===== src/sv/sliding_window_rate_limiter_macros.svh =====
// Assertion macros for the sliding window rate limiter.
// Used by the top level; expects aclk and aresetn in scope.
`ifndef SLIDING_WINDOW_RATE_LIMITER_MACROS_SVH
`define SLIDING_WINDOW_RATE_LIMITER_MACROS_SVH

// check cons in the same cycle as ante
`define SWRL_ASSERT_SAME(lbl, ante, cons, msg) \
    lbl: assert property (@(posedge aclk) disable iff (!aresetn) \
        (ante) |-> (cons)) else $error(msg);

// check cons in the cycle after ante
`define SWRL_ASSERT_NEXT(lbl, ante, cons, msg) \
    lbl: assert property (@(posedge aclk) disable iff (!aresetn) \
        (ante) |=> (cons)) else $error(msg);

`endif


===== src/sv/swrl_pkg.sv =====
// Shared types and constants for the sliding window rate limiter.
// No dependencies.
package swrl_pkg;

    localparam int RING_DEPTH_DEF = 256;

    localparam int ARRIVAL_W   = 32;
    localparam int MAX_W       = 8;
    localparam int WIN_W       = 16;
    localparam int IN_WINDOW_W = 9;

    localparam int S_TDATA_W  = 32;
    localparam int M_TDATA_W  = 16;
    localparam int CFG_ADDR_W = 1;
    localparam int CFG_DATA_W = 16;

    localparam logic [MAX_W-1:0] MAX_PER_WINDOW_RST = 8'd50;
    localparam logic [WIN_W-1:0] WINDOW_LENGTH_RST  = 16'd1000;

    localparam logic [CFG_ADDR_W-1:0] REG_MAX_PER_WINDOW = 1'd0;
    localparam logic [CFG_ADDR_W-1:0] REG_WINDOW_LENGTH  = 1'd1;

    typedef struct packed {
        logic [MAX_W-1:0] max_per_window;
        logic [WIN_W-1:0] window_length;
    } cfg_t;

endpackage


===== src/sv/swrl_cfg_regs.sv =====
// Configuration registers: limit and window length.
// Depends on swrl_pkg.
module swrl_cfg_regs import swrl_pkg::*; (
    input  logic                  aclk,
    input  logic                  aresetn,
    input  logic                  cfg_wr_en,
    input  logic [CFG_ADDR_W-1:0] cfg_addr,
    input  logic [CFG_DATA_W-1:0] cfg_wdata,
    output cfg_t                  cfg
);

    cfg_t cfg_reg;
    cfg_t cfg_next;

    always_comb begin
        cfg_next = cfg_reg;
        if (cfg_wr_en) begin
            case (cfg_addr)
                REG_MAX_PER_WINDOW: cfg_next.max_per_window = cfg_wdata[MAX_W-1:0];
                REG_WINDOW_LENGTH:  cfg_next.window_length  = cfg_wdata[WIN_W-1:0];
                default:            cfg_next = cfg_reg;
            endcase
        end
    end

    always_ff @(posedge aclk) begin
        if (!aresetn) begin
            cfg_reg.max_per_window <= MAX_PER_WINDOW_RST;
            cfg_reg.window_length  <= WINDOW_LENGTH_RST;
        end else begin
            cfg_reg <= cfg_next;
        end
    end

    assign cfg = cfg_reg;

endmodule


===== config.mk =====
export PLATFORM = sky130hd
export DESIGN_NAME = swrl_cfg_regs
export DESIGN_NICKNAME = d
export VERILOG_FILES = /design/src/sv/sliding_window_rate_limiter_macros.svh /design/src/sv/swrl_pkg.sv /design/src/sv/swrl_cfg_regs.sv
export SDC_FILE = /design/constraint.sdc
export NUM_CORES = 1
export LEC_CHECK = 0
export BUFFER_PORTS_ARGS = -buffer_cell sky130_fd_sc_hd__buf_2
export CORE_UTILIZATION = 49
export DETAILED_ROUTE_END_ITERATION = 8
export PLACE_DENSITY = 0.82
export SLEW_MARGIN = 20
export SYNTH_ARGS = -nofsm -noshare
export SYNTH_HDL_FRONTEND = slang
export SYNTH_SLANG_ARGS = --single-unit

===== constraint.sdc =====
create_clock -name aclk -period 2.47 [get_ports aclk]
set_clock_uncertainty 0.1 [all_clocks]
set_input_delay 0.1235 -clock aclk [delete_from_list [all_inputs] [get_ports aclk]]
set_output_delay 0.1235 -clock aclk [all_outputs]
set_load 0.02 [all_outputs]

## Word-level counts from Yosys, hierarchy flattened

Cells that the tools add are included.

| storage, ports and cells | value |
|---|---|
| bits in registers | 24 |
| bits of input ports | 20 |

| cells by class | value |
|---|---|
| bitwise logic cells | 1 |
| reduce and logical (&&, ||, !) cells | 2 |

Operators by type and width:

| cell | count |
|---|---|
| AND reduction 2 bit | 2 |
| inverter 1 bit | 1 |

## Longest topological paths before layout

| logic depth | value |
|---|---|
| depth after elaboration | 2 |
| depth in mapped cells | 5 |
| gate-level depth less buffers | 2 |

## Worst setup path before layout

Ideal clock, no wire load.

| path | value |
|---|---|
| kind | input to register |
| start | input port cfg_wr_en |
| end | register cfg_reg (netlist bit cfg[3]) |
| library setup time | 0.130 ns |
| arrival time | 0.725 ns |
| required time | 2.240 ns |
| slack | 1.515 ns |
| stages | 5 |
| cell sequence | buf_2 > and2_4 > buf_6 > buf_8 > o211ai_2 |

| between the ends | value |
|---|---|
| cells in the longest elaborated chain, start to end | 1 |

RTL lines:

| item | line | source |
|---|---|---|
| start: declaration | swrl_cfg_regs.sv:6 | `input logic cfg_wr_en,` |
| AND reduction 2 bit (no source line) | n/a |  |
| end signal: assignment | swrl_cfg_regs.sv:31 | `cfg_reg <= cfg_next;` |
| end: declaration | swrl_cfg_regs.sv:12 | `cfg_t cfg_reg;` |

No other way between the ends.
A chain may end at the register's enable or synchronous reset.

## Final worst setup path

| path | value |
|---|---|
| start | input port cfg_wr_en |
| end | register cfg_reg (netlist bit cfg[23]) |

Same word-level chain as after synthesis.

==> flow_summary.html <==
<table>
<tr><th>Metric</th><th>Value</th></tr>
<tr><th colspan="2">Global routing</th></tr>
<tr><td>Antenna violations before repair</td><td>0</td></tr>
<tr><td>Pin count of the biggest net entering global routing</td><td>39</td></tr>
<tr><td>Global-route usage over all layers</td><td>roughly 23%</td></tr>
<tr><td>Wire length of the first global-routing pass</td><td>3490 µm</td></tr>
<tr><td>Total gr overflow</td><td>0</td></tr>
<tr><td>Number of global-route vias before repair</td><td>just over 800</td></tr>
<tr><th colspan="2">Pwr</th></tr>
<tr><td>Register share of total power</td><td>54.2%</td></tr>
<tr><td>Pwr Total</td><td>0.000773 W</td></tr>
<tr><td>Power share of the clock group</td><td>a little over a quarter</td></tr>
<tr><td>P_sw</td><td>0.000212 W</td></tr>
<tr><td>Switching Fraction</td><td>a little over a quarter</td></tr>
<tr><td>Power per cell area</td><td>about 560 nW/µm²</td></tr>
<tr><td>Comb pwr share</td><td>18.8%</td></tr>
<tr><td>P_leak</td><td>0.651 nW</td></tr>
<tr><td>Power Internal</td><td>between 0.0005 and 0.0006 W</td></tr>
<tr><td>Peak supply drop</td><td>around 0.38 mV</td></tr>
<tr><th colspan="2">Cells and area</th></tr>
<tr><td>Post-Route Utilization</td><td>71.0%</td></tr>
<tr><td>Most frequent standard cell in the layout excluding fill and tap cells</td><td>sky130_fd_sc_hd__buf_2</td></tr>
<tr><td>Count of nets after finishing</td><td>180</td></tr>
<tr><td>Flip-flop count of the largest register, all copies and words added</td><td>24</td></tr>
<tr><td>Antenna Diode Count</td><td>0</td></tr>
<tr><td>Number of filler instances in the final layout</td><td>153</td></tr>
<tr><td>Share of post-route cells with drive strength above 1</td><td>a little over a third</td></tr>
<tr><td>Leading cell types in the layout, fill and taps excluded</td><td>43 x sky130_fd_sc_hd__buf_2, 24 x sky130_fd_sc_hd__dfxtp_1, 20 x sky130_fd_sc_hd__nand2_1</td></tr>
<tr><td>Synthesis-to-finish area growth</td><td>36.4%</td></tr>
<tr><th colspan="2">Synth</th></tr>
<tr><td>Post-synthesis instance area</td><td>~1000 µm²</td></tr>
<tr><td>Average footprint of a synthesized cell</td><td>9.45 µm²</td></tr>
<tr><td>Post-synth net total</td><td>~130</td></tr>
<tr><td>Cell count after synthesis</td><td>107</td></tr>
<tr><td>Count of cell types in the netlist</td><td>18</td></tr>
<tr><td>Seq/Total Area, Yosys</td><td>47.5%</td></tr>
<tr><td>Number of synthesized register bits</td><td>24</td></tr>
<tr><td>Number of synthesis warnings</td><td>0</td></tr>
<tr><th colspan="2">Setup path</th></tr>
<tr><td>Crit Path Category</td><td>input port to flip-flop</td></tr>
<tr><td>Crit-path slowest cell</td><td>sky130_fd_sc_hd__nor2b_1</td></tr>
<tr><td>CP Capture Type</td><td>flip-flop</td></tr>
<tr><td>Arrival time at the worst endpoint</td><td>1.32 ns</td></tr>
<tr><td>Cell chain of the critical path</td><td>buf_2 &gt; nor2b_1 &gt; mux2i_1</td></tr>
<tr><td>Delay of the slowest cell on the worst path</td><td>between 0.6 and 0.7 ns</td></tr>
<tr><td>Crit Path Max Fanout</td><td>18</td></tr>
<tr><td>Critical Path RT</td><td>2.62 ns</td></tr>
<tr><td>Element type at the critical path start</td><td>input port</td></tr>
<tr><th colspan="2">Floorplan</th></tr>
<tr><td>Total core area</td><td>approximately 1900 µm²</td></tr>
<tr><td>Die Wd</td><td>47.4 µm</td></tr>
<tr><td>Starting density of the core</td><td>between 50% and 60%</td></tr>
<tr><td>Floorplan die area</td><td>2250 µm²</td></tr>
<tr><td>Placement Rows</td><td>16</td></tr>
<tr><td>Die height</td><td>47.4 µm</td></tr>
<tr><td>Number of placed I/O pins</td><td>between 40 and 50</td></tr>
<tr><th colspan="2">Timing</th></tr>
<tr><td>Final Cycle Share</td><td>47.6%</td></tr>
<tr><td>Post-layout minimum cycle time</td><td>1.18 ns</td></tr>
<tr><td>Unrepaired setup endpoints after global routing</td><td>no</td></tr>
<tr><td>Headroom to the max-slew limit</td><td>48.4%</td></tr>
<tr><td>Sum of negative setup slack</td><td>0 ns</td></tr>
<tr><td>Final count of hold timing violations</td><td>0</td></tr>
<tr><td>Worst-margin pin slew</td><td>0.772 ns</td></tr>
<tr><td>Final setup vio count</td><td>0</td></tr>
<tr><td>Maximum achievable frequency</td><td>approximately 850 MHz</td></tr>
<tr><td>Final Slew Violations</td><td>0</td></tr>
<tr><th colspan="2">Outcome</th></tr>
<tr><td>Result of the run</td><td>completed</td></tr>
<tr><th colspan="2">Placed design</th></tr>
<tr><td>Total half-perimeter wirelength after legalization and detailed placement</td><td>about 1500 µm</td></tr>
<tr><td># port buffers</td><td>43</td></tr>
<tr><td>Global placer's final weighted congestion</td><td>0.747</td></tr>
<tr><th colspan="2">Routing</th></tr>
<tr><td>Number of routed nets with antenna violations</td><td>0</td></tr>
<tr><td>Routed len/inst</td><td>approximately 13 µm</td></tr>
<tr><td>Detailed-route DRC error count</td><td>0</td></tr>
<tr><td>Drt first-iter violations</td><td>13</td></tr>
<tr><td>Vias post-DR</td><td>909</td></tr>
<tr><td>Detailed-route wire length</td><td>about 2300 µm</td></tr>
<tr><td>Per-cell via count in the routed design</td><td>4.89</td></tr>
<tr><td>Number of detailed-route iterations in the first pass</td><td>4</td></tr>
<tr><th colspan="2">Clock tree</th></tr>
<tr><td>Number of clock sinks seen by CTS</td><td>24</td></tr>
<tr><td>Register clock-pin slew on the reported worst setup and hold paths</td><td>0.13 ns</td></tr>
<tr><td>Clock Latency Late Sink</td><td>0.32 ns</td></tr>
<tr><td>Inserted Clock Buffers</td><td>3</td></tr>
<tr><td>Clock root buffer</td><td>sky130_fd_sc_hd__clkbuf_4</td></tr>
<tr><td>CTS tree</td><td>built</td></tr>
<tr><td>Number of levels in the clock H-tree</td><td>1</td></tr>
<tr><td>Number of buffers on the longest clock path</td><td>2</td></tr>
<tr><th colspan="2">Flow run</th></tr>
<tr><td>Max-capacitance violation count</td><td>0</td></tr>
<tr><th colspan="2">Hold path</th></tr>
<tr><td>Min-delay worst type</td><td>input port to flip-flop</td></tr>
</table>
power groups by stage:
stage                logic, W  registers (W)  clock network, W
floorplan           0.0000619       0.000454                 0
finish               0.000146       0.000419          0.000209
global placement     0.000121       0.000427                 0
global route         0.000158       0.000421          0.000222
CTS                  0.000145       0.000419          0.000210
detailed placement   0.000125       0.000427                 0
cells by family (layout without fill, tap and decap cells):
group / count (synthesis) / count (layout) / synth area share (%)
multiplexers: 8 / 8 / 7.92
buffers and inverters: 19 / 71 / 10.6
AND/OR/NAND/NOR: 40 / 40 / 19.6
AO/OA/AOI/OAI: 16 / 16 / 14.4
flip-flops: 24 / 24 / 47.5
layout make-up:
type / count / area [µm²] / share of cell area, %
flip-flops and latches: 24 / 480 / 34.8
multi-input cells: 64 / 423 / 30.7
well taps: 27 / 33.8 / 2.45
repair buffers: 59 / 375 / 27.2
clock buffers: 4 / 36.3 / 2.63
inverters: 8 / 30.0 / 2.18
worst max-delay path, delay by kind of cell:
family,cells,cell delay [ns]
AND/OR/NAND/NOR,1,0.67
buffers and inverters,1,0.25
multiplexers,1,0.27
Yosys cell counts:
cell type / count / area (µm²)
sky130_fd_sc_hd__and2_4: 1 / 8.76
sky130_fd_sc_hd__buf_2: 5 / 25.0
sky130_fd_sc_hd__buf_4: 1 / 7.51
sky130_fd_sc_hd__buf_6: 2 / 22.5
sky130_fd_sc_hd__buf_8: 1 / 15.0
sky130_fd_sc_hd__clkbuf_1: 2 / 7.51
sky130_fd_sc_hd__dfxtp_1: 24 / 480
sky130_fd_sc_hd__inv_1: 8 / 30.0
sky130_fd_sc_hd__mux2i_1: 8 / 80.1
sky130_fd_sc_hd__nand2_1: 20 / 75.1
sky130_fd_sc_hd__nand3_1: 6 / 30.0
sky130_fd_sc_hd__nand3b_1: 2 / 15.0
sky130_fd_sc_hd__nand4_1: 8 / 50.1
sky130_fd_sc_hd__nor2b_1: 3 / 18.8
sky130_fd_sc_hd__o211ai_1: 2 / 15.0
sky130_fd_sc_hd__o211ai_2: 6 / 75.1
sky130_fd_sc_hd__o21ai_0: 4 / 20.0
sky130_fd_sc_hd__o21ai_2: 4 / 35.0
metrics by stage:
step	hold slack, ns	cells	setup WS, ns	cell area (µm²)
CTS	0.104	186	1.28	1380
detailed placement	0.273	166	0.947	1180
global placement	0.280	166	1.05	1180
global route	0.134	186	1.20	1380
floorplan	0.166	107	1.52	1010
finish	0.106	186	1.29	1380
final timing paths:
| check | start | end | slack (ns) | cells after the start |
|---|---|---|---|---|
| worst min register to register | cfg[15] | cfg[15] | 0.37 | 2 |
| worst max register to register | cfg[19] | cfg[19] | 1.70 | 2 |
| worst max-delay path | cfg_wr_en | cfg[23] | 1.29 | 3 |
| worst min-delay path | cfg_wr_en | cfg[4] | 0.11 | 3 |
routing by layer:
layer | part of all wire [%] | up-vias | track usage (%)
li1 | - | 465 | -
met1 | 43 | 419 | 27.4
met2 | 51 | 21 | 38.4
met3 | 4.6 | 4 | 5.66
met4 | 1.1 | 0 | 8.57
met5 | 0 | - | 0
timing repair:
item / CTS / global route
endpoints found under the hold margin: 23 / 0
setup endpoints to repair: 0 / 0
buffers inserted: 0 / 0
hold buffers: 16 / 0
resized for setup: 0 / 0
Note: power is estimated with default switching activity, not from simulation.
